==> config.mk <==
export PLATFORM = sky130hd
export DESIGN_NAME = tbr_prep
export DESIGN_NICKNAME = d
export VERILOG_FILES = /design/src/hw/rtl/tbr_pkg.sv /design/src/hw/rtl/tbr_prep.sv
export SDC_FILE = /design/constraint.sdc
export NUM_CORES = 1
export LEC_CHECK = 0
export ABC_AREA = 1
export BUFFER_PORTS_ARGS = -buffer_cell sky130_fd_sc_hd__buf_4
export CAP_MARGIN = 10
export CORE_MARGIN = 4
export CORE_UTILIZATION = 50
export DETAILED_ROUTE_END_ITERATION = 8
export GPL_ROUTABILITY_DRIVEN = 0
export MAX_ROUTING_LAYER = met4
export PLACE_DENSITY = 0.81
export SETUP_SLACK_MARGIN = 0.4
export SLEW_MARGIN = 20
export SYNTH_ARGS = -nofsm -noshare
export SYNTH_HDL_FRONTEND = slang
export SYNTH_SLANG_ARGS = --single-unit
==> constraint.sdc <==
create_clock -name clock -period 3.05 [get_ports clock]
set_clock_uncertainty 0.1 [all_clocks]
set_input_delay 0.305 -clock clock [delete_from_list [all_inputs] [get_ports clock]]
set_output_delay 0.305 -clock clock [all_outputs]
set_load 0.05 [all_outputs]
==> src/hw/rtl/tbr_pkg.sv <==
// Shared constants, types and arctangent table for the bearing and range core.
`default_nettype none

package tbr_pkg;

   localparam int COORD_WIDTH   = 16;
   localparam int CORDIC_STEPS  = 16;
   localparam int ATAN_LEN      = 24;
   localparam int STAGES        = (CORDIC_STEPS < ATAN_LEN) ? CORDIC_STEPS : ATAN_LEN;
   localparam int FRAC_BITS     = 8;
   localparam int DIFF_WIDTH    = COORD_WIDTH + 1;
   localparam int XY_WIDTH      = DIFF_WIDTH + FRAC_BITS + 3;
   localparam int Z_WIDTH       = 34;
   localparam int ZC_WIDTH      = 33;
   localparam int K_WIDTH       = 32;
   localparam int AP_WIDTH      = ZC_WIDTH + K_WIDTH + 1;
   localparam int RP_NATURAL    = XY_WIDTH - 1 + K_WIDTH;
   localparam int RP_MIN        = 38 + 17 + 1;
   localparam int RP_WIDTH      = (RP_NATURAL > RP_MIN) ? RP_NATURAL : RP_MIN;
   localparam int BEARING_WIDTH = 16;
   localparam int RANGE_WIDTH   = 17;
   localparam int LATENCY       = STAGES + 3;

   localparam logic signed [Z_WIDTH-1:0] HALF_TURN =
      $signed({{(Z_WIDTH-32){1'b0}}, 1'b1, 31'b0});
   localparam logic [K_WIDTH-1:0] KGAIN_Q30 = 32'd652032874;
   localparam logic [K_WIDTH-1:0] PI_Q29    = 32'd1686629713;
   localparam logic [K_WIDTH-1:0] DEG_SCALE = 32'd46080;
   localparam logic [RANGE_WIDTH-1:0] RANGE_MAX = {RANGE_WIDTH{1'b1}};

   typedef struct packed {
      logic signed [XY_WIDTH-1:0] x;
      logic signed [XY_WIDTH-1:0] y;
      logic signed [Z_WIDTH-1:0]  z;
      logic                       unit;
      logic                       zero;
   } tbr_vec_type;

   // round(atan(2^-i) * 2^32 / (2*pi))
   function automatic logic [31:0] tbr_atan(input logic [4:0] idx);
      logic [31:0] val;
      case (idx)
         5'd0:    val = 32'd536870912;
         5'd1:    val = 32'd316933406;
         5'd2:    val = 32'd167458907;
         5'd3:    val = 32'd85004756;
         5'd4:    val = 32'd42667331;
         5'd5:    val = 32'd21354465;
         5'd6:    val = 32'd10679838;
         5'd7:    val = 32'd5340245;
         5'd8:    val = 32'd2670163;
         5'd9:    val = 32'd1335087;
         5'd10:   val = 32'd667544;
         5'd11:   val = 32'd333772;
         5'd12:   val = 32'd166886;
         5'd13:   val = 32'd83443;
         5'd14:   val = 32'd41722;
         5'd15:   val = 32'd20861;
         5'd16:   val = 32'd10430;
         5'd17:   val = 32'd5215;
         5'd18:   val = 32'd2608;
         5'd19:   val = 32'd1304;
         5'd20:   val = 32'd652;
         5'd21:   val = 32'd326;
         5'd22:   val = 32'd163;
         5'd23:   val = 32'd81;
         default: val = 32'd0;
      endcase
      return val;
   endfunction

endpackage

`default_nettype wire

==> src/hw/rtl/tbr_prep.sv <==
// Difference, half-turn fold and accumulator seed ahead of the CORDIC stages.
`default_nettype none

module tbr_prep import tbr_pkg::*; (
   input  wire logic                          clock,
   input  wire logic                          reset,
   input  wire logic                          src_valid,
   input  wire logic signed [COORD_WIDTH-1:0] goal_x,
   input  wire logic signed [COORD_WIDTH-1:0] goal_y,
   input  wire logic signed [COORD_WIDTH-1:0] here_x,
   input  wire logic signed [COORD_WIDTH-1:0] here_y,
   input  wire logic                          unit,
   output logic                               dst_valid,
   output tbr_vec_type                        dst_vec
);

   logic signed [DIFF_WIDTH-1:0] dx;
   logic signed [DIFF_WIDTH-1:0] dy;
   logic signed [XY_WIDTH-1:0]   xs;
   logic signed [XY_WIDTH-1:0]   ys;
   tbr_vec_type                  vec_in;
   tbr_vec_type                  vec_ff;
   logic                         valid_ff;

   always_comb begin
      dx = $signed({goal_x[COORD_WIDTH-1], goal_x}) - $signed({here_x[COORD_WIDTH-1], here_x});
      dy = $signed({goal_y[COORD_WIDTH-1], goal_y}) - $signed({here_y[COORD_WIDTH-1], here_y});
      xs = $signed({{(XY_WIDTH-DIFF_WIDTH-FRAC_BITS){dx[DIFF_WIDTH-1]}}, dx,
                    {FRAC_BITS{1'b0}}});
      ys = $signed({{(XY_WIDTH-DIFF_WIDTH-FRAC_BITS){dy[DIFF_WIDTH-1]}}, dy,
                    {FRAC_BITS{1'b0}}});
      vec_in.unit = unit;
      vec_in.zero = (dx == '0) && (dy == '0);
      if (dx[DIFF_WIDTH-1]) begin
         vec_in.x = -xs;
         vec_in.y = -ys;
         vec_in.z = dy[DIFF_WIDTH-1] ? -HALF_TURN : HALF_TURN;
      end else begin
         vec_in.x = xs;
         vec_in.y = ys;
         vec_in.z = '0;
      end
   end

   always_ff @(posedge clock) begin
      if (reset) begin
         valid_ff <= 1'b0;
      end else begin
         valid_ff <= src_valid;
      end
      vec_ff <= vec_in;
   end

   assign dst_valid = valid_ff;
   assign dst_vec   = vec_ff;

   ap_x_folded: assert property (@(posedge clock) disable iff (reset)
      dst_valid |-> !dst_vec.x[XY_WIDTH-1])
      else $error("folded x is negative");

endmodule

`default_nettype wire

; ---- Word-level counts from Yosys, hierarchy flattened
; Index checks and enable logic that the tools add are counted.
[word_totals]
wordCells = 17
reg_bits = 93
output_inout_bits = 93
[op_classes]
n_reduce_logical = 3
n_mux = 2
addsub = 4
[ops]
columns = op, count
row1 = 86-bit 2-to-1 mux, 1
row2 = 25-bit negation with 28-bit output, 2
row3 = 17-bit zero test, 2
row4 = 34-bit 2-to-1 mux, 1
row5 = 16-bit by 16-bit subtractor with 17-bit output, 2
row6 = 1-bit logical AND, 1

; ---- Longest topological paths before layout
[depth]
ltp_word = 3
depth_mapped = 19
depth_no_buf = 18

; ---- Worst setup path after synthesis
; No wires, ideal clock.
[synth_timing]
path_kind = in2reg
from = input port goal_x[0]
to = register vec_ff, in the netlist dst_vec[88]
required_ns = 2.835
path_slack_ns = 0.498
path_stages = 15
arrival_time_ns = 2.336
n_path_buf = 0
path_cell_list = inv_1 > ha_1 > fa_1 > ha_1 > inv_1 > nor2_1 > nand3_1 > nor2_1 > nand3_1 > nor2_1 > nand3_1 > nor3_2 > ha_1 > inv_1 > nor2_1
[synth_between]
elab_chain_cells = 2
[synth_rtl]
columns = element, line
row1 = start: declaration, tbr_prep.sv:8  ; input wire logic signed [COORD_WIDTH-1:0] goal_x,
row2 = 16-bit by 16-bit subtractor with 17-bit output *, tbr_prep.sv:26  ; dx = $signed({goal_x[COORD_WIDTH-1], goal_x}) - $signed({here_x[COORD_WIDTH-1], here_x});
row3 = 25-bit negation with 28-bit output, tbr_prep.sv:35  ; vec_in.x = -xs;
row4 = end signal: assignment, tbr_prep.sv:51  ; vec_ff <= vec_in;
row5 = end: declaration, tbr_prep.sv:22  ; tbr_vec_type vec_ff;
; Mark *: on every way between the ends. The rest lies on a longest branch, timed or not.
; A chain may end at the register's enable or synchronous reset.

; ---- Worst setup path after layout
; Ends and elaborated chain as after synthesis.

==> impl_metrics.json <==
{
  "hold_path.class": "input port to flop",
  "synth_seq_cells": 45,
  "power_w": 0.00304,
  "synth_ff_type": "dfxtp_1",
  "die_y_um": 103,
  "final_cell_mix": "nand2_1, inv_1, buf_4",
  "fin_crit_sh_pct": 81.4,
  "ys_types": 31,
  "rsz0062_at_grt": "yes",
  "ios": 161,
  "final_max_slew_viol_count": 0,
  "avgSynthCellArea_um2": 6.05,
  "worstSetupPathType": "input port to flop",
  "pwr_density_cell_nw_per_um2": 562,
  "numCtsBuffers": 5,
  "yosys_warnings": 0,
  "cts_tree": "yes",
  "drive_gt1_share_pct": 19.6,
  "ir_drop_mv": 0.296,
  "core_area_um2": 8720,
  "synth_edf_count": 0,
  "die-area_um2": 10500,
  "path_max_fanout": 3,
  "tns_ps": 0,
  "track_usage_pct": 18.5,
  "antenna_cells": 0,
  "hold_viol_final": 0,
  "grt_remaining_overflow": 0,
  "syn_area_um2": 4470,
  "grt_pass1_wl_mm": 15.7,
  "arrival_ps": 2570,
  "grt_max_degree": 17,
  "synthToLayoutAreaGrowth_pct": 20.9,
  "async_flop_share_pct": 0,
  "drv_cap": 0,
  "num-fill-cells": 829,
  "status": "completed",
  "antenna_found_initial": 0,
  "grt_pass1_vias": 3789,
  "clock.fmax_ghz": 0.403,
  "rows": 34,
  "p_leak_nw": 3.29,
  "clock_path_buffers": 2,
  "cp.required_ps": 3140,
  "io_buffers": 113,
  "cp-end-kind": "flop",
  "post_drt_wl_per_cell_um": 10.1,
  "hold_ws_ps": 61.8,
  "detailed_place_hpwl_mm": 8.58,
  "syn_inst": 739,
  "synth.yosys.seq_area_share_pct": 20.1,
  "start_kind": "input port",
  "start_util_pct": 51.3,
  "vias": 4403,
  "root_buffer": "clkbuf_8",
  "clkSinkCount": 45,
  "layout_commonest_cell": "nand2_1",
  "firstDrtPassIters": 4,
  "viasPerCell": 4.54,
  "drt-initial-drc-count": 177,
  "htree_num_levels": 2,
  "totalWireLength_mm": 9.81,
  "layout.nets": 966,
  "path_clk_slew_ps": 80,
  "ant_nets": 0,
  "period_needed_ps": 2480,
  "die_w_um": 103,
  "drc_errors": 0,
  "setup_violations": 0
}
[routing by layer]
layer | vias to the layer above | GRT usage (%) | share of wire, %
met2 | 137 | 32.4 | 48
met4 | 0 | 3.73 | 1.1
met5 | - | - | 0
li1 | 2387 | - | -
met3 | 8 | 2.91 | 7.9
met1 | 1871 | 22.4 | 43
[repair_timing]
item	CTS	global route
buffers inserted	0	1
hold endpoints to repair	0	1
resized for setup	0	11
setup endpoints to repair	0	3
hold buffers	0	1
[final timing paths]
path	startpoint	endpoint	cells past startpoint
setup / recovery	goal_x[0]	dst_vec[88]	16
hold / removal	reset	dst_valid	2
[layout make-up]
type | instances | area (um2) | share of cell area [%]
Clock inverter | 3 | 21.3 | 0.393
Sequential cell | 45 | 901 | 16.7
Inverter | 151 | 567 | 10.5
Clock buffer | 5 | 68.8 | 1.27
Tap cell | 108 | 135 | 2.50
Multi-Input combinational cell | 540 | 2840 | 52.4
Timing Repair Buffer | 117 | 881 | 16.3
[cell usage after synthesis (7+ instances only)]
master,count,area [um2]
xor2_1,13,114
dfxtp_1,45,901
nand2_1,242,908
nand2_2,13,81.3
ha_1,36,450
nor2_1,45,169
nor2_2,7,43.8
buf_4,49,368
nand3_1,54,270
nand3b_1,7,52.6
a21oi_1,15,75.1
inv_1,146,548
xnor2_1,11,96.3
o21ai_0,7,35.0
nand4_1,10,62.6
[worst max-delay path: stages]
cell and delay [ps]:
buf_4 70, inv_1 30, ha_1 210, fa_2 550
ha_1 140, inv_1 50, nor2_1 100, nand3_1 130
nor2_2 150, nand3_2 110, nor2_2 110, nand3_1 110
nor3_2 160, ha_1 240, inv_1 50, nor2_1 30
[state kept, by name, summed over array words and instances (netlist names)]
signal / count
dst_vec: 44
dst_valid: 1
[logic make-up (layout without fill, tap and decap cells)]
| logic type | Yosys count | after routing | share of synthesized area (%) |
|---|---|---|---|
| AO/OA/AOI/OAI | 35 | 35 | 4.50 |
| XOR/XNOR | 24 | 24 | 4.70 |
| adder cells (fa/ha/maj) | 38 | 38 | 11.0 |
| buffers and inverters | 203 | 276 | 21.5 |
| flip-flops | 45 | 45 | 20.1 |
| other | 1 | 50 | 0.0838 |
| AND/OR/NAND/NOR | 393 | 393 | 38.1 |
[where the power goes]
part           internal (W)  switching, W  total [W]
clock              0.000162      0.000198   0.000360
combinational      0.000550       0.00132    0.00187
sequential         0.000755     0.0000512   0.000807
total               0.00147       0.00157    0.00304
[per-stage QoR]
stage          instance area, um2  utilization, %  instances  setup WS, ps
2_1_floorplan                4660               -        788           498
3_3_place_gp                 5260            60.3        959           252
3_5_place_dp                 5260            60.3        959           209
4_1_cts                      5350            61.4        967           498
5_1_grt                      5410            62.0        969           369
6_report                     5410            62.0        969           568
No activity file was read; power rests on OpenSTA's default activity.
