$ cat src/hw/rtl/tbr_pkg.sv
// Shared constants, types and arctangent table for the bearing and range core.
`default_nettype none

package tbr_pkg;

   localparam int COORD_WIDTH   = 16;
   localparam int CORDIC_STEPS  = 16;
   localparam int ATAN_LEN      = 24;
   localparam int STAGES        = (CORDIC_STEPS < ATAN_LEN) ? CORDIC_STEPS : ATAN_LEN;
   localparam int FRAC_BITS     = 8;
   localparam int DIFF_WIDTH    = COORD_WIDTH + 1;
   localparam int XY_WIDTH      = DIFF_WIDTH + FRAC_BITS + 3;
   localparam int Z_WIDTH       = 34;
   localparam int ZC_WIDTH      = 33;
   localparam int K_WIDTH       = 32;
   localparam int AP_WIDTH      = ZC_WIDTH + K_WIDTH + 1;
   localparam int RP_NATURAL    = XY_WIDTH - 1 + K_WIDTH;
   localparam int RP_MIN        = 38 + 17 + 1;
   localparam int RP_WIDTH      = (RP_NATURAL > RP_MIN) ? RP_NATURAL : RP_MIN;
   localparam int BEARING_WIDTH = 16;
   localparam int RANGE_WIDTH   = 17;
   localparam int LATENCY       = STAGES + 3;

   localparam logic signed [Z_WIDTH-1:0] HALF_TURN =
      $signed({{(Z_WIDTH-32){1'b0}}, 1'b1, 31'b0});
   localparam logic [K_WIDTH-1:0] KGAIN_Q30 = 32'd652032874;
   localparam logic [K_WIDTH-1:0] PI_Q29    = 32'd1686629713;
   localparam logic [K_WIDTH-1:0] DEG_SCALE = 32'd46080;
   localparam logic [RANGE_WIDTH-1:0] RANGE_MAX = {RANGE_WIDTH{1'b1}};

   typedef struct packed {
      logic signed [XY_WIDTH-1:0] x;
      logic signed [XY_WIDTH-1:0] y;
      logic signed [Z_WIDTH-1:0]  z;
      logic                       unit;
      logic                       zero;
   } tbr_vec_type;

   // round(atan(2^-i) * 2^32 / (2*pi))
   function automatic logic [31:0] tbr_atan(input logic [4:0] idx);
      logic [31:0] val;
      case (idx)
         5'd0:    val = 32'd536870912;
         5'd1:    val = 32'd316933406;
         5'd2:    val = 32'd167458907;
         5'd3:    val = 32'd85004756;
         5'd4:    val = 32'd42667331;
         5'd5:    val = 32'd21354465;
         5'd6:    val = 32'd10679838;
         5'd7:    val = 32'd5340245;
         5'd8:    val = 32'd2670163;
         5'd9:    val = 32'd1335087;
         5'd10:   val = 32'd667544;
         5'd11:   val = 32'd333772;
         5'd12:   val = 32'd166886;
         5'd13:   val = 32'd83443;
         5'd14:   val = 32'd41722;
         5'd15:   val = 32'd20861;
         5'd16:   val = 32'd10430;
         5'd17:   val = 32'd5215;
         5'd18:   val = 32'd2608;
         5'd19:   val = 32'd1304;
         5'd20:   val = 32'd652;
         5'd21:   val = 32'd326;
         5'd22:   val = 32'd163;
         5'd23:   val = 32'd81;
         default: val = 32'd0;
      endcase
      return val;
   endfunction

endpackage

`default_nettype wire

$ cat src/hw/rtl/tbr_cordic.sv
// Unrolled CORDIC vectoring pipeline, one registered micro-rotation per stage.
`default_nettype none

module tbr_cordic import tbr_pkg::*; (
   input  wire logic  clock,
   input  wire logic  reset,
   input  wire logic  src_valid,
   input  tbr_vec_type src_vec,
   output logic        dst_valid,
   output tbr_vec_type dst_vec
);

   tbr_vec_type pipe_vec   [STAGES+1];
   logic        pipe_valid [STAGES+1];
   tbr_vec_type vec_ff     [STAGES];
   logic        valid_ff   [STAGES];

   assign pipe_vec[0]   = src_vec;
   assign pipe_valid[0] = src_valid;

   for (genvar g = 0; g < STAGES; g++) begin : g_stage
      logic signed [XY_WIDTH-1:0] tx;
      logic signed [XY_WIDTH-1:0] ty;
      logic signed [Z_WIDTH-1:0]  step_angle;
      tbr_vec_type                step_in;

      always_comb begin
         tx         = pipe_vec[g].x >>> g;
         ty         = pipe_vec[g].y >>> g;
         step_angle = $signed({{(Z_WIDTH-32){1'b0}}, tbr_atan(5'(g))});
         step_in    = pipe_vec[g];
         if (!pipe_vec[g].y[XY_WIDTH-1]) begin
            step_in.x = pipe_vec[g].x + ty;
            step_in.y = pipe_vec[g].y - tx;
            step_in.z = pipe_vec[g].z + step_angle;
         end else begin
            step_in.x = pipe_vec[g].x - ty;
            step_in.y = pipe_vec[g].y + tx;
            step_in.z = pipe_vec[g].z - step_angle;
         end
      end

      always_ff @(posedge clock) begin
         if (reset) begin
            valid_ff[g] <= 1'b0;
         end else begin
            valid_ff[g] <= pipe_valid[g];
         end
         vec_ff[g] <= step_in;
      end

      assign pipe_vec[g+1]   = vec_ff[g];
      assign pipe_valid[g+1] = valid_ff[g];
   end

   assign dst_valid = pipe_valid[STAGES];
   assign dst_vec   = pipe_vec[STAGES];

   ap_x_positive: assert property (@(posedge clock) disable iff (reset)
      dst_valid |-> !dst_vec.x[XY_WIDTH-1])
      else $error("CORDIC x went negative");

endmodule

`default_nettype wire

$ cat config.mk
export PLATFORM = sky130hd
export DESIGN_NAME = tbr_cordic
export DESIGN_NICKNAME = d
export VERILOG_FILES = /design/src/hw/rtl/tbr_pkg.sv /design/src/hw/rtl/tbr_cordic.sv
export SDC_FILE = /design/constraint.sdc
export NUM_CORES = 2
export LEC_CHECK = 0
export BUFFER_PORTS_ARGS = -buffer_cell sky130_fd_sc_hd__buf_2
export CAP_MARGIN = 20
export CORE_ASPECT_RATIO = 0.9
export CORE_MARGIN = 1.5
export CORE_UTILIZATION = 59
export DETAILED_ROUTE_END_ITERATION = 8
export PLACE_DENSITY = 0.78
export SLEW_MARGIN = 20
export SYNTH_ARGS = -nofsm -noshare
export SYNTH_HDL_FRONTEND = slang
export SYNTH_SLANG_ARGS = --single-unit
$ cat constraint.sdc
create_clock -name clock -period 4.4 [get_ports clock]
set_input_delay 0.88 -clock clock [delete_from_list [all_inputs] [get_ports clock]]
set_output_delay 0.88 -clock clock [all_outputs]
set_load 0.01 [all_outputs]
**Yosys cells after proc, flatten, opt, wreduce, memory -nomap -nowiden**

Memory sizes are Yosys's and may differ from the RTL's.
Index checks and enable logic that the tools add are counted.
Widths: inputs -> output; s select.

- ROM bits: 0
- Input port bits: 95
- Latch bits: 0
- Memories kept: 2
- RAM bits: 1488
- Word-level logic and storage cells: 148
- Output and inout bits: 93
- Register bits: 0

Memory list:

| name | words | bits a word | rd ports | clocked after memory_dff | write ports | line | text |
|---|---|---|---|---|---|---|---|
| vec_ff | 16 | 92 | 16 | 0 | 16 | tbr_cordic.sv:15 | `tbr_vec_type vec_ff [STAGES];` |
| valid_ff | 16 | 1 | 16 | 0 | 16 | tbr_cordic.sv:16 | `logic valid_ff [STAGES];` |

- Add/subtract/negate cells: 95
- Shift-type cells: 0
- Eq/ne operators: 0
- Div/mod/pow operators: 0
- Magnitude comparators: 0
- Reduce and logical (&&, ||, !) cells: 0
- Bitwise logic cells: 16
- Muxes and demuxes: 35
- Multipliers: 0

Operator list:

| operator | number |
|---|---|
| $mux 90 | 16 |
| $add 28x13->28 | 2 |
| $add 28x14->28 | 2 |
| $add 28x15->28 | 2 |
| $add 28x16->28 | 2 |
| $add 28x17->28 | 2 |
| $add 28x18->28 | 2 |
| $add 28x19->28 | 2 |
| $add 28x20->28 | 2 |
| $add 28x21->28 | 2 |
| $add 28x22->28 | 2 |
| $add 28x23->28 | 2 |
| $add 28x24->28 | 2 |
| $add 28x25->28 | 2 |
| $add 28x26->28 | 2 |
| $add 28x27->28 | 2 |
| $sub 28x13->28 | 2 |
| $sub 28x14->28 | 2 |
| $sub 28x15->28 | 2 |
| $sub 28x16->28 | 2 |
| $sub 28x17->28 | 2 |
| $sub 28x18->28 | 2 |
| $sub 28x19->28 | 2 |
| $sub 28x20->28 | 2 |
| 43 further kinds | 84 |

**Logic depth before layout (Yosys ltp)**

- Depth in word-level cells: 3
- Mapped depth: 20

**Worst setup path before layout**

OpenSTA, ideal clock, no wires.

- Kind: register -> register
- Start point: memory vec_ff[1][247] (netlist bit)
- End point: memory vec_ff[1][366] (netlist bit)
- Data arrival time: 4102 ps
- Path slack: 176 ps
- Stages on the path, launching flop included: 16
- Clock period less this slack: 4224 ps
- Required time: 4278 ps
- Path through: dfxtp_1 > clkbuf_1 > inv_1 > o41ai_1 > xor2_1 > ha_1 > a211oi_1 > inv_1 > o221a_2 > o2111ai_1 > a31oi_1 > a311o_1 > a221o_1 > a41oi_2 > a2111oi_0 > a311o_1

RTL lines:

| item | line |
|---|---|
| from (decl) | tbr_cordic.sv:15 |

==> results.toml <==
[place]
place_congestion = 1.00
hpwl_um = 247000
numPortBuffers = 187
post-place-cells = 15800
post-place-ws_ns = 0.0143

[global_routing]
grt_pass1_vias = 93100
gr-total-overflow = 0
grt_pass1_wl_um = 489000
antenna_found_initial = 20
grt_max_degree = 58
grt_use_total = 0.313

[sta]
finClkSkew_ns = 0.0419
period_share = 0.959
post-route-min-period_ns = 4.22
setup_viol_count_final = 0
tightest_slew_ns = 0.811
setup_slack_ns = 0.179
hold_viol_final = 0
slew_violations = 0
relSlewSlack = 0.452
fmax_mhz = 237

[setup_path]
worstSetupEndpointType = "flop"
crit_chain = "inv_1 -> ha_1 -> mux2_2 -> fa_1 -> a211oi_1 -> nor2_1 -> o31a_1 -> o31ai_1 -> a31oi_1 -> a2111oi_0 -> o21bai_1 -> a21o_1 -> o311ai_1 -> buf_4"
crit_fanout = 4
cp.required_ns = 5.18
reg2reg_to = "vec_ff[0][334]"
crit_arrival_ns = 5.01
reg2reg_slack_ns = 0.18
crit_slowest_cell = "a2111oi_0"
crit_end = "vec_ff[0][334]"
worstReg2RegStart = "vec_ff[0][251]"
slowest_delay_ns = 0.58
reg2reg_depth = 14
startpoint = "vec_ff[0][251]"
start_kind = "flop"
worst-setup-path-type = "flop to flop"

[logic_synthesis]
ys_ff_latch = 1487
yosysSeqAreaShare = 0.269
syn_avg_cell_area_um2 = 8.40
synthesis.instances = 13200
async_flop_share = 0
syn-cell-area_um2 = 111000
synth_warnings = 0
synth-main-ff-cell = "dfxtp_1"
ys_types = 96
yosysTopAreaCell = "dfxtp_1"
synthTopCellsByArea = "dfxtp_1, ha_1, xnor2_1, a21oi_1, xor2_1"
synth_edf_count = 0
netlist.area_leader.share = 0.269
syn_nets = 14800

[routing]
wl_per_cell_um = 19.2
drt_iter0_markers = 8621
post-route-drc-count = 0
via_count = 98100
dr.pass1.iters = 8
wirelength_um = 310000
viasPerCell = 6.09
ant_nets = 0

[hold_path]
hp-class = "primary input to flop"
hp-start = "src_vec[0]"

[floorplanning]
dieArea_um2 = 190000
core_area_um2 = 186000
pin_count = 188
fp-row-count = 150
die_width_um = 460
initial_core_util = 0.595
die_y_um = 414

[clock_network]
clkSinkCount = 1487
cts-root-buf = "clkbuf_16"
h-tree-depth = 4
clk_pin_slew_ns = 0.07
cts_buffer_depth = 3
cts_tree = "done"
clkLatencyLatePin_ns = 0.83
cts_buffers = 162

[finish]
final_common_cell = "dfxtp_1"
fin_nets = 15100
area_growth_pct = 9.48
final_cells = 16100
drive_gt1_frac = 0.0663
layout_common_cells = "dfxtp_1, ha_1, a21oi_1"

[run]
maxCapViolCount = 0

[outcome]
outcome = "finished clean"
==> synth_stat cells (92+ instances only) <==
master       n
ha_1      1453
nand2b_1   191
nor2_1    1181
a31oi_1    178
o21a_1     198
dfxtp_1   1487
buf_4       92
a21oi_1   1318
clkbuf_1   177
xor2_1     563
or3_1      105
and3_1     166
nand2_1    709
o21ai_0    573
a21o_1     596
nor3_1     368
a211oi_1   107
nand3_1    238
inv_1      584
nor2b_1    242
xnor2_1   1147
nand4_1    107
o21bai_1   159
==> cell families (layout without fill, tap and decap cells) <==
group | after synthesis | count (layout) | synth area share
muxes | 65 | 65 | 0.00629
and+or+nand+nor | 3678 | 3678 | 0.161
xor gates and xnor gates | 1710 | 1710 | 0.135
DFF | 1487 | 1487 | 0.269
AOI/OAI and AO/OA | 3842 | 3842 | 0.222
other | 0 | 3 | 0
adders and majority gates | 1502 | 1502 | 0.173
buffers and inverters | 891 | 1325 | 0.0334
==> what timing repair did <==
action	4_1_cts	5_1_grt
hold buffers	0	0
gates resized for setup	0	58
buffers inserted	0	1
endpoints found under the setup margin	0	45
==> per-layer routing <==
metal / wire length [µm] / GRT usage / vias to the layer above
met3: 22800 / 0.0480 / 567
met1: 142000 / 0.433 / 46300
met5: 47 / 0 / -
met2: 136000 / 0.502 / 3353
li1: - / - / 47900
met4: 8630 / 0.0918 / 6
==> how the worst min path moves through the flow <==
| stage | end | slack [ns] | depth (start not counted) |
|---|---|---|---|
| after global routing | vec_ff[0][1] | 0.09 | 1 |
| after detailed placement | vec_ff[0][277] | 0.31 | 0 |
| after global placement | vec_ff[1][369] | 0.31 | 0 |
| after CTS | vec_ff[0][28] | 0.08 | 1 |
| final | vec_ff[0][0] | 0.14 | 1 |
| after floorplan | vec_ff[0][184] | 0.31 | 0 |
==> flip-flops by register name (all words and copies together) (netlist names) <==
name	cells
valid_ff	16
vec_ff	1471
==> critical path, delay by kind of cell, from the launching register on <==
| family | cells | cell delay (ns) |
|---|---|---|
| compound gates | 8 | 2.50 |
| fa+ha+maj | 2 | 0.75 |
| buf+inv | 2 | 0.20 |
| flops | 1 | 0.34 |
| mux | 1 | 0.30 |
| simple gates | 1 | 0.12 |
==> through the flow <==
| stage | utilization | cell area [µm²] | TNS, ns | hold WS [ns] |
|---|---|---|---|---|
| finish | 0.651 | 121000 | 0 | 0.137 |
| global placement | 0.619 | 115000 | 0 | 0.310 |
| detailed placement | 0.619 | 115000 | 0 | 0.312 |
| CTS | 0.650 | 121000 | 0 | 0.0803 |
| global route | 0.651 | 121000 | -0.112 | 0.0910 |
| floorplan | - | 111000 | 0 | 0.310 |
==> final cells by class <==
cell class | count | area, µm²
repair buffers | 433 | 2820
inverters | 593 | 2230
clock buffers | 218 | 4570
multi-input cells | 10800 | 77500
diodes | 3 | 7.51
flip-flops and latches | 1487 | 29800
well taps | 2508 | 3140
clock inverters | 81 | 1110
fillers | 15600 | 64800
Power is left out: the tool's default activity adds up to more than one toggle a clock period on the data nets, which glitch-free logic cannot reach.
