<file path="config.mk">
export PLATFORM = sky130hd
export DESIGN_NAME = tbr_scale
export DESIGN_NICKNAME = d
export VERILOG_FILES = /design/src/hw/rtl/tbr_pkg.sv /design/src/hw/rtl/tbr_scale.sv
export SDC_FILE = /design/constraint.sdc
export NUM_CORES = 2
export LEC_CHECK = 0
export ABC_CLOCK_PERIOD_IN_PS = 8890
export BUFFER_PORTS_ARGS = -buffer_cell sky130_fd_sc_hd__buf_4
export CAP_MARGIN = 25
export CORE_MARGIN = 10
export CORE_UTILIZATION = 58
export DETAILED_ROUTE_END_ITERATION = 8
export MAX_ROUTING_LAYER = met4
export PLACE_DENSITY = 0.78
export SYNTH_ARGS = -nofsm -noshare
export SYNTH_HDL_FRONTEND = slang
export SYNTH_SLANG_ARGS = --single-unit
</file>
<file path="constraint.sdc">
create_clock -name clock -period 8.89 [get_ports clock]
set_clock_uncertainty 0.15 [all_clocks]
set_input_delay 0.4445 -clock clock [delete_from_list [all_inputs] [get_ports clock]]
set_output_delay 0.4445 -clock clock [all_outputs]
set_load 0.01 [all_outputs]
</file>
<file path="src/hw/rtl/tbr_pkg.sv">
// Shared constants, types and arctangent table for the bearing and range core.
`default_nettype none

package tbr_pkg;

   localparam int COORD_WIDTH   = 16;
   localparam int CORDIC_STEPS  = 16;
   localparam int ATAN_LEN      = 24;
   localparam int STAGES        = (CORDIC_STEPS < ATAN_LEN) ? CORDIC_STEPS : ATAN_LEN;
   localparam int FRAC_BITS     = 8;
   localparam int DIFF_WIDTH    = COORD_WIDTH + 1;
   localparam int XY_WIDTH      = DIFF_WIDTH + FRAC_BITS + 3;
   localparam int Z_WIDTH       = 34;
   localparam int ZC_WIDTH      = 33;
   localparam int K_WIDTH       = 32;
   localparam int AP_WIDTH      = ZC_WIDTH + K_WIDTH + 1;
   localparam int RP_NATURAL    = XY_WIDTH - 1 + K_WIDTH;
   localparam int RP_MIN        = 38 + 17 + 1;
   localparam int RP_WIDTH      = (RP_NATURAL > RP_MIN) ? RP_NATURAL : RP_MIN;
   localparam int BEARING_WIDTH = 16;
   localparam int RANGE_WIDTH   = 17;
   localparam int LATENCY       = STAGES + 3;

   localparam logic signed [Z_WIDTH-1:0] HALF_TURN =
      $signed({{(Z_WIDTH-32){1'b0}}, 1'b1, 31'b0});
   localparam logic [K_WIDTH-1:0] KGAIN_Q30 = 32'd652032874;
   localparam logic [K_WIDTH-1:0] PI_Q29    = 32'd1686629713;
   localparam logic [K_WIDTH-1:0] DEG_SCALE = 32'd46080;
   localparam logic [RANGE_WIDTH-1:0] RANGE_MAX = {RANGE_WIDTH{1'b1}};

   typedef struct packed {
      logic signed [XY_WIDTH-1:0] x;
      logic signed [XY_WIDTH-1:0] y;
      logic signed [Z_WIDTH-1:0]  z;
      logic                       unit;
      logic                       zero;
   } tbr_vec_type;

   // round(atan(2^-i) * 2^32 / (2*pi))
   function automatic logic [31:0] tbr_atan(input logic [4:0] idx);
      logic [31:0] val;
      case (idx)
         5'd0:    val = 32'd536870912;
         5'd1:    val = 32'd316933406;
         5'd2:    val = 32'd167458907;
         5'd3:    val = 32'd85004756;
         5'd4:    val = 32'd42667331;
         5'd5:    val = 32'd21354465;
         5'd6:    val = 32'd10679838;
         5'd7:    val = 32'd5340245;
         5'd8:    val = 32'd2670163;
         5'd9:    val = 32'd1335087;
         5'd10:   val = 32'd667544;
         5'd11:   val = 32'd333772;
         5'd12:   val = 32'd166886;
         5'd13:   val = 32'd83443;
         5'd14:   val = 32'd41722;
         5'd15:   val = 32'd20861;
         5'd16:   val = 32'd10430;
         5'd17:   val = 32'd5215;
         5'd18:   val = 32'd2608;
         5'd19:   val = 32'd1304;
         5'd20:   val = 32'd652;
         5'd21:   val = 32'd326;
         5'd22:   val = 32'd163;
         5'd23:   val = 32'd81;
         default: val = 32'd0;
      endcase
      return val;
   endfunction

endpackage

`default_nettype wire

</file>
<file path="src/hw/rtl/tbr_scale.sv">
// Angle clamp, unit scaling, gain correction, rounding and the response register.
`default_nettype none

module tbr_scale import tbr_pkg::*; (
   input  wire logic  clock,
   input  wire logic  reset,
   input  wire logic  src_valid,
   input  tbr_vec_type src_vec,
   output logic                            rsp_valid,
   output logic signed [BEARING_WIDTH-1:0] rsp_bearing,
   output logic        [RANGE_WIDTH-1:0]   rsp_range
);

   localparam logic signed [Z_WIDTH-1:0] NEG_HALF_TURN = -HALF_TURN;
   localparam logic [AP_WIDTH-1:0] DEG_ROUND = AP_WIDTH'(1) << 31;
   localparam logic [AP_WIDTH-1:0] RAD_ROUND = AP_WIDTH'(1) << 46;
   localparam logic [RP_WIDTH-1:0] RNG_ROUND = RP_WIDTH'(1) << 37;

   // multiply stage
   logic signed [Z_WIDTH-1:0]  z_sel;
   logic signed [ZC_WIDTH-1:0] zc;
   logic        [K_WIDTH-1:0]  angle_k;
   logic        [XY_WIDTH-2:0] x_mag;
   logic signed [AP_WIDTH-1:0] angle_prod_in;
   logic        [RP_WIDTH-1:0] range_prod_in;
   logic signed [AP_WIDTH-1:0] angle_prod_ff;
   logic        [RP_WIDTH-1:0] range_prod_ff;
   logic                       unit_ff;
   logic                       zero_ff;
   logic                       mul_valid_ff;

   // round stage
   logic [AP_WIDTH-1:0]            angle_sum;
   logic [RP_WIDTH-1:0]            range_sum;
   logic [RP_WIDTH-39:0]           range_total;
   logic signed [BEARING_WIDTH-1:0] bearing_in;
   logic [RANGE_WIDTH-1:0]         range_in;
   logic signed [BEARING_WIDTH-1:0] bearing_ff;
   logic [RANGE_WIDTH-1:0]         range_ff;
   logic                           out_valid_ff;

   always_comb begin
      if (src_vec.z > HALF_TURN) begin
         z_sel = HALF_TURN;
      end else if (src_vec.z < NEG_HALF_TURN) begin
         z_sel = NEG_HALF_TURN;
      end else begin
         z_sel = src_vec.z;
      end
      zc            = ZC_WIDTH'(z_sel);
      angle_k       = src_vec.unit ? PI_Q29 : DEG_SCALE;
      angle_prod_in = zc * $signed({1'b0, angle_k});
      x_mag         = src_vec.x[XY_WIDTH-1] ? '0 : src_vec.x[XY_WIDTH-2:0];
      range_prod_in = RP_WIDTH'(x_mag) * RP_WIDTH'(KGAIN_Q30);
   end

   always_ff @(posedge clock) begin
      if (reset) begin
         mul_valid_ff <= 1'b0;
      end else begin
         mul_valid_ff <= src_valid;
      end
      angle_prod_ff <= angle_prod_in;
      range_prod_ff <= range_prod_in;
      unit_ff       <= src_vec.unit;
      zero_ff       <= src_vec.zero;
   end

   always_comb begin
      if (unit_ff) begin
         angle_sum  = angle_prod_ff + RAD_ROUND;
         bearing_in = $signed(angle_sum[47 +: BEARING_WIDTH]);
      end else begin
         angle_sum  = angle_prod_ff + DEG_ROUND;
         bearing_in = $signed(angle_sum[32 +: BEARING_WIDTH]);
      end
      range_sum   = range_prod_ff + RNG_ROUND;
      range_total = range_sum[RP_WIDTH-1:38];
      if (range_total > (RP_WIDTH-38)'(RANGE_MAX)) begin
         range_in = RANGE_MAX;
      end else begin
         range_in = RANGE_WIDTH'(range_total);
      end
      if (zero_ff) begin
         bearing_in = '0;
         range_in   = '0;
      end
   end

   always_ff @(posedge clock) begin
      if (reset) begin
         out_valid_ff <= 1'b0;
      end else begin
         out_valid_ff <= mul_valid_ff;
      end
      bearing_ff <= bearing_in;
      range_ff   <= range_in;
   end

   assign rsp_valid   = out_valid_ff;
   assign rsp_bearing = bearing_ff;
   assign rsp_range   = range_ff;

   ap_bearing_span: assert property (@(posedge clock) disable iff (reset)
      rsp_valid |-> (rsp_bearing <= 16'sd25736 && rsp_bearing >= -16'sd25736))
      else $error("bearing outside half turn");

endmodule

`default_nettype wire

</file>
* Word level (Yosys, flattened, before mapping) *
Cells that the tools add are included.

word-level totals
  bits in registers = 156
  word-level logic and storage cells = 22

operators by class
  add/sub/neg operators = 3
  mux-type cells = 6
  $mul = 2
  $lt $le $gt $ge = 3

operators by type and width
  operator                                                          count
  two-way mux 33 bit                                                2
  adder 63 x 48 -> 63 bit (second input constant)                   1
  multiplier 33 x 32 -> 63 bit                                      1
  adder 57 x 38 -> 58 bit (second input constant)                   1
  multiplier 27 x 29 -> 56 bit (second input constant)              1
  adder 48 x 33 -> 48 bit (second input constant)                   1
  greater-than comparator 34 x 33 -> 1 bit (second input constant)  1
  < comparator 34 x 32 -> 1 bit (second input constant)             1
  two-way mux 31 bit                                                1
  two-way mux 27 bit                                                1
  greater-than comparator 20 x 17 -> 1 bit (second input constant)  1
  two-way mux 17 bit                                                1
  two-way mux 16 bit                                                1

* Logic depth before layout (Yosys ltp) *
  depth after elaboration = 4
  gate-level depth with buffers = 38
  mapped depth without buffers = 35

* Worst setup path before layout *
No wires, ideal clock.

  kind = input port to flip-flop
  start point = in src_vec[12] (netlist bit)
  end point = reg angle_prod_ff[58]
  buffers on the path = 4
  setup time = 72 ps
  path slack = -417 ps
  stages = 35
  arrival time = 9,085 ps
  path through = buf_2 nor4_2 nand4_1 o21ai_1 nand3_1 nand2_2 clkbuf_1 clkbuf_1 clkbuf_1 and2_1 nand2_1 inv_1 fa_1 fa_1 inv_1 fa_1 inv_1 ha_1 fa_1 fa_1 fa_1 inv_1 fa_1 inv_1 ha_1 a21o_1 a21oi_1 o21bai_1 or3b_1 nor4_1 a21oi_2 a221o_1 a22o_1 a221oi_2 xnor2_1

on the way
  longest elaborated chain between the ends = 4

RTL lines
  what                            RTL line         source
  start: declaration              tbr_scale.sv:8   input tbr_vec_type src_vec,
  < comparator 34 x 32 -> 1 bit   tbr_scale.sv:45  end else if (src_vec.z < NEG_HALF_TURN) begin
  two-way mux 33 bit              tbr_scale.sv:45
  two-way mux 33 bit *            tbr_scale.sv:43  if (src_vec.z > HALF_TURN) begin
  multiplier 33 x 32 -> 63 bit *  tbr_scale.sv:52  angle_prod_in = zc * $signed({1'b0, angle_k});
  net angle_prod_in[58]           tbr_scale.sv:24  logic signed [AP_WIDTH-1:0] angle_prod_in;
  end signal: assignment          tbr_scale.sv:63  angle_prod_ff <= angle_prod_in;
  end: declaration                tbr_scale.sv:26  logic signed [AP_WIDTH-1:0] angle_prod_ff;

Mark *: on every way through the listed nets, which the timed path passes. The rest lies on a longest branch.
A chain may end at the register's enable or synchronous reset.

* Worst setup path in the final report *
  start point = in src_vec[31] (netlist bit)
  end point = reg angle_prod_ff[58]

Same word-level chain as after synthesis.

==> reports/metrics.yaml <==
outcome:
  status: "completed"
detailed_routing:
  routed_wl_um: 99300
  ant_nets: 0
  drt-initial-drc-count: 1505
  dr.pass1.iters: 6
  drcViolationCount: 0
  route.vias.total: 26337
  vias_per_cell: 5.20
  wire_per_inst_um: 19.6
logic_synthesis:
  synth_seq_cells: 89
  post_synth.cell_area_avg_um2: 9.63
  ys_warn_count: 0
  syn_area_um2: 36300
  synth.distinct_cells: 79
  yosys-top-cells-area: "fa_1, ha_1, inv_1"
  yosysSeqAreaShare_pct: 4.90
  synth-edff-count: 0
  synth_area_leader_cell: "fa_1"
  synthCells: 3773
  synth_top_area_share_pct: 44.8
  ys.flop_type: "dfxtp_1"
  synth-async-reset-ratio_pct: 0
setup_path:
  crit_top_cell: "fa_1"
  max_stage_delay_ps: 610
  cp-end-kind: "flip-flop"
  cp-start-kind: "input port"
  cp_slowest_cell: "fa_2"
  critical_path_class: "input port to flip-flop"
  cp.arrival_ps: 8770
  reg2reg_slack_ps: 6230
  cp_max_fo: 8
  required_ps: 9010
clocking:
  cts_hold_buf: 0
  clockBufferDepth: 2
  clockRootBuffer: "clkbuf_16"
  numCtsBuffers: 9
  insertion_delay_ps: 340
  cts_tree: "built"
  cts.sinks: 89
  h-tree-depth: 3
  clk_pin_slew_ps: 60
final_layout:
  post-route-util_pct: 66.9
  nets: 5693
  diodes: 0
  drive_above_1_share_pct: 13.4
  area_growth_pct: 13.8
place:
  pre_cts_slack_ps: -396
  place_hpwl_um: 90500
  gp_congestion: 0.989
  io_buffers: 100
grt:
  antenna_found_initial: 0
  grt_pass1_wl_um: 160000
  overflow: 0
  grt_usage_pct: 28.7
  grt_max_degree: 40
  grt_pass1_vias: 29269
sta:
  max_freq_ghz: 0.116
  setup_tns_ps: 0
  finalWorstSetupSlack_ps: 244
  slew_viol_final: 0
  setup_viol: 0
  hold_viol: 0
  tightest_slew_ps: 643
  max_slew_margin_pct: 56.7
  period_minus_slack_ps: 8650
  fin_crit_sh_pct: 97.3
die:
  start_util_pct: 58.8
  die_area_um2: 73100
  core_area_um2: 61800
  die_h_um: 270
  dieWidth_um: 270
  rows: 91
  boundaryPins: 129
power:
  leakage_nw: 23.6
  swShare_pct: 52.4
  power_switching_mw: 7.33
  internal_power_mw: 6.66
  p_seq_share_pct: 5.5
  pwr-share-clk_pct: 2.5
  ir_drop_v: 0.000344
  power_frac_comb_pct: 92.0
  pwr_density_cell_nw_per_um2: 338
flow_run:
  maxCapViolCount: 0
min_path:
  hp-class: "input port to flip-flop"
[registers in the layout, summed over array words and instances, names as in the netlist]
name,flops
range_prod_ff,20
rsp_range,17
angle_prod_ff,32
rsp_bearing,16
unit_ff,1
zero_ff,1
rsp_valid,1
mul_valid_ff,1
[cell usage after synthesis, types with 36 or more instances]
library cell	number
fa_1	814
a21o_1	65
xnor2_1	107
clkbuf_1	48
inv_1	1176
xor2_1	55
nand2_1	139
a21oi_1	137
and2_1	41
nand3_1	36
nor2b_1	48
ha_1	557
nor2_1	102
o21ai_0	66
dfxtp_1	89
[layout make-up]
| class | instances | area (um^2) |
|---|---|---|
| multi-input cells | 2452 | 30000 |
| fillers | 4961 | 20500 |
| inverters | 1183 | 4450 |
| repair buffers | 492 | 3750 |
| flip-flops and latches | 89 | 1780 |
| well taps | 837 | 1050 |
| clock buffers | 10 | 229 |
| clock inverters | 6 | 53.8 |
[final timing paths]
path                                               from                          to  cells past startpoint
worst max-delay path                        src_vec[31]   angle_prod_ff[58]$_DFF_P_                     34
worst min-delay path                         src_vec[0]             zero_ff$_DFF_P_                      1
worst max register to register          unit_ff$_DFF_P_  rsp_bearing[15]$_SDFF_PP0_                      9
worst min register to register  mul_valid_ff$_SDFF_PP0_        rsp_valid$_SDFF_PP0_                      1
[power groups by stage]
stage,Clock (mW),Combinational [mW],Sequential (mW)
2_1_floorplan,0,8.56,0.759
3_3_place_gp,0,12.4,0.766
3_5_place_dp,0,12.7,0.776
4_1_cts,0.355,12.8,0.770
5_1_grt,0.371,14.5,0.785
6_report,0.352,12.9,0.770
[metal layers]
layer  part of all wire [%]  global-route usage [%]  vias to the layer above
met5                      0                       -                        -
met2                     49                    47.9                      779
met4                    3.3                    7.95                        0
met3                    6.0                    3.43                      159
li1                       -                       -                    12310
met1                     42                    36.7                    13089
[critical path: cells and delay by family]
kind	cells	cell delay, ps
fa+ha+maj	9	4130
compound gates	8	1620
simple gates	8	1550
buf+inv	8	870
xor+xnor	1	140
[cells by family after synthesis]
family	share of synthesized area (%)
DFF	4.90
buffers and inverters	12.8
xor gates and xnor gates	3.90
and+or+nand+nor	6.95
adders and majority gates	64.1
muxes	0.399
AOI/OAI and AO/OA	6.93
other	0.0207
[cells in the final DEF (no fill, tap or decap), types with 4 or more instances in the layout]
| cell | count |
|---|---|
| mux2_2 | 4 |
| nor4_1 | 6 |
| a21o_1 | 65 |
| and3_1 | 25 |
| dfxtp_1 | 89 |
| o31ai_1 | 7 |
| o21a_1 | 5 |
| nand3_1 | 35 |
| a21oi_1 | 136 |
| o21ai_0 | 63 |
| xnor2_1 | 107 |
| o21bai_1 | 17 |
| nand2_1 | 139 |
| inv_1 | 1168 |
| o22ai_1 | 4 |
| or3_1 | 8 |
| nor2_1 | 102 |
| a221o_1 | 5 |
| conb_1 | 5 |
| nor2b_1 | 47 |
| and2_1 | 38 |
| xor2_1 | 55 |
| a211oi_1 | 19 |
| a31oi_1 | 15 |
| o211ai_1 | 4 |
| and4_1 | 9 |
| mux2i_1 | 10 |
| inv_2 | 10 |
| clkbuf_16 | 9 |
| ha_1 | 556 |
| o21ai_1 | 8 |
| nor3_1 | 18 |
| buf_4 | 486 |
| fa_1 | 813 |
| nand4_1 | 18 |
| nand2b_1 | 27 |
| or2_2 | 8 |
[metrics by stage]
step	hold slack, ps	power, mW	instance area [um^2]	instances
after CTS	57.0	13.9	41200	5063
after global routing	54.7	15.7	41300	5069
after floorplan	264	9.32	36400	3776
after detailed placement	275	13.4	40900	5047
after global placement	268	13.1	40900	5046
final	64.3	14.0	41300	5069
[timing repair]
| action | 4_1_cts | 5_1_grt |
|---|---|---|
| pin swaps | 0 | 10 |
| setup endpoints to repair | 2 | 21 |
| setup buffers | 0 | 3 |
| gates cloned | 0 | 1 |
| resized for setup | 1 | 23 |
No activity file was read; power rests on OpenSTA's default activity.
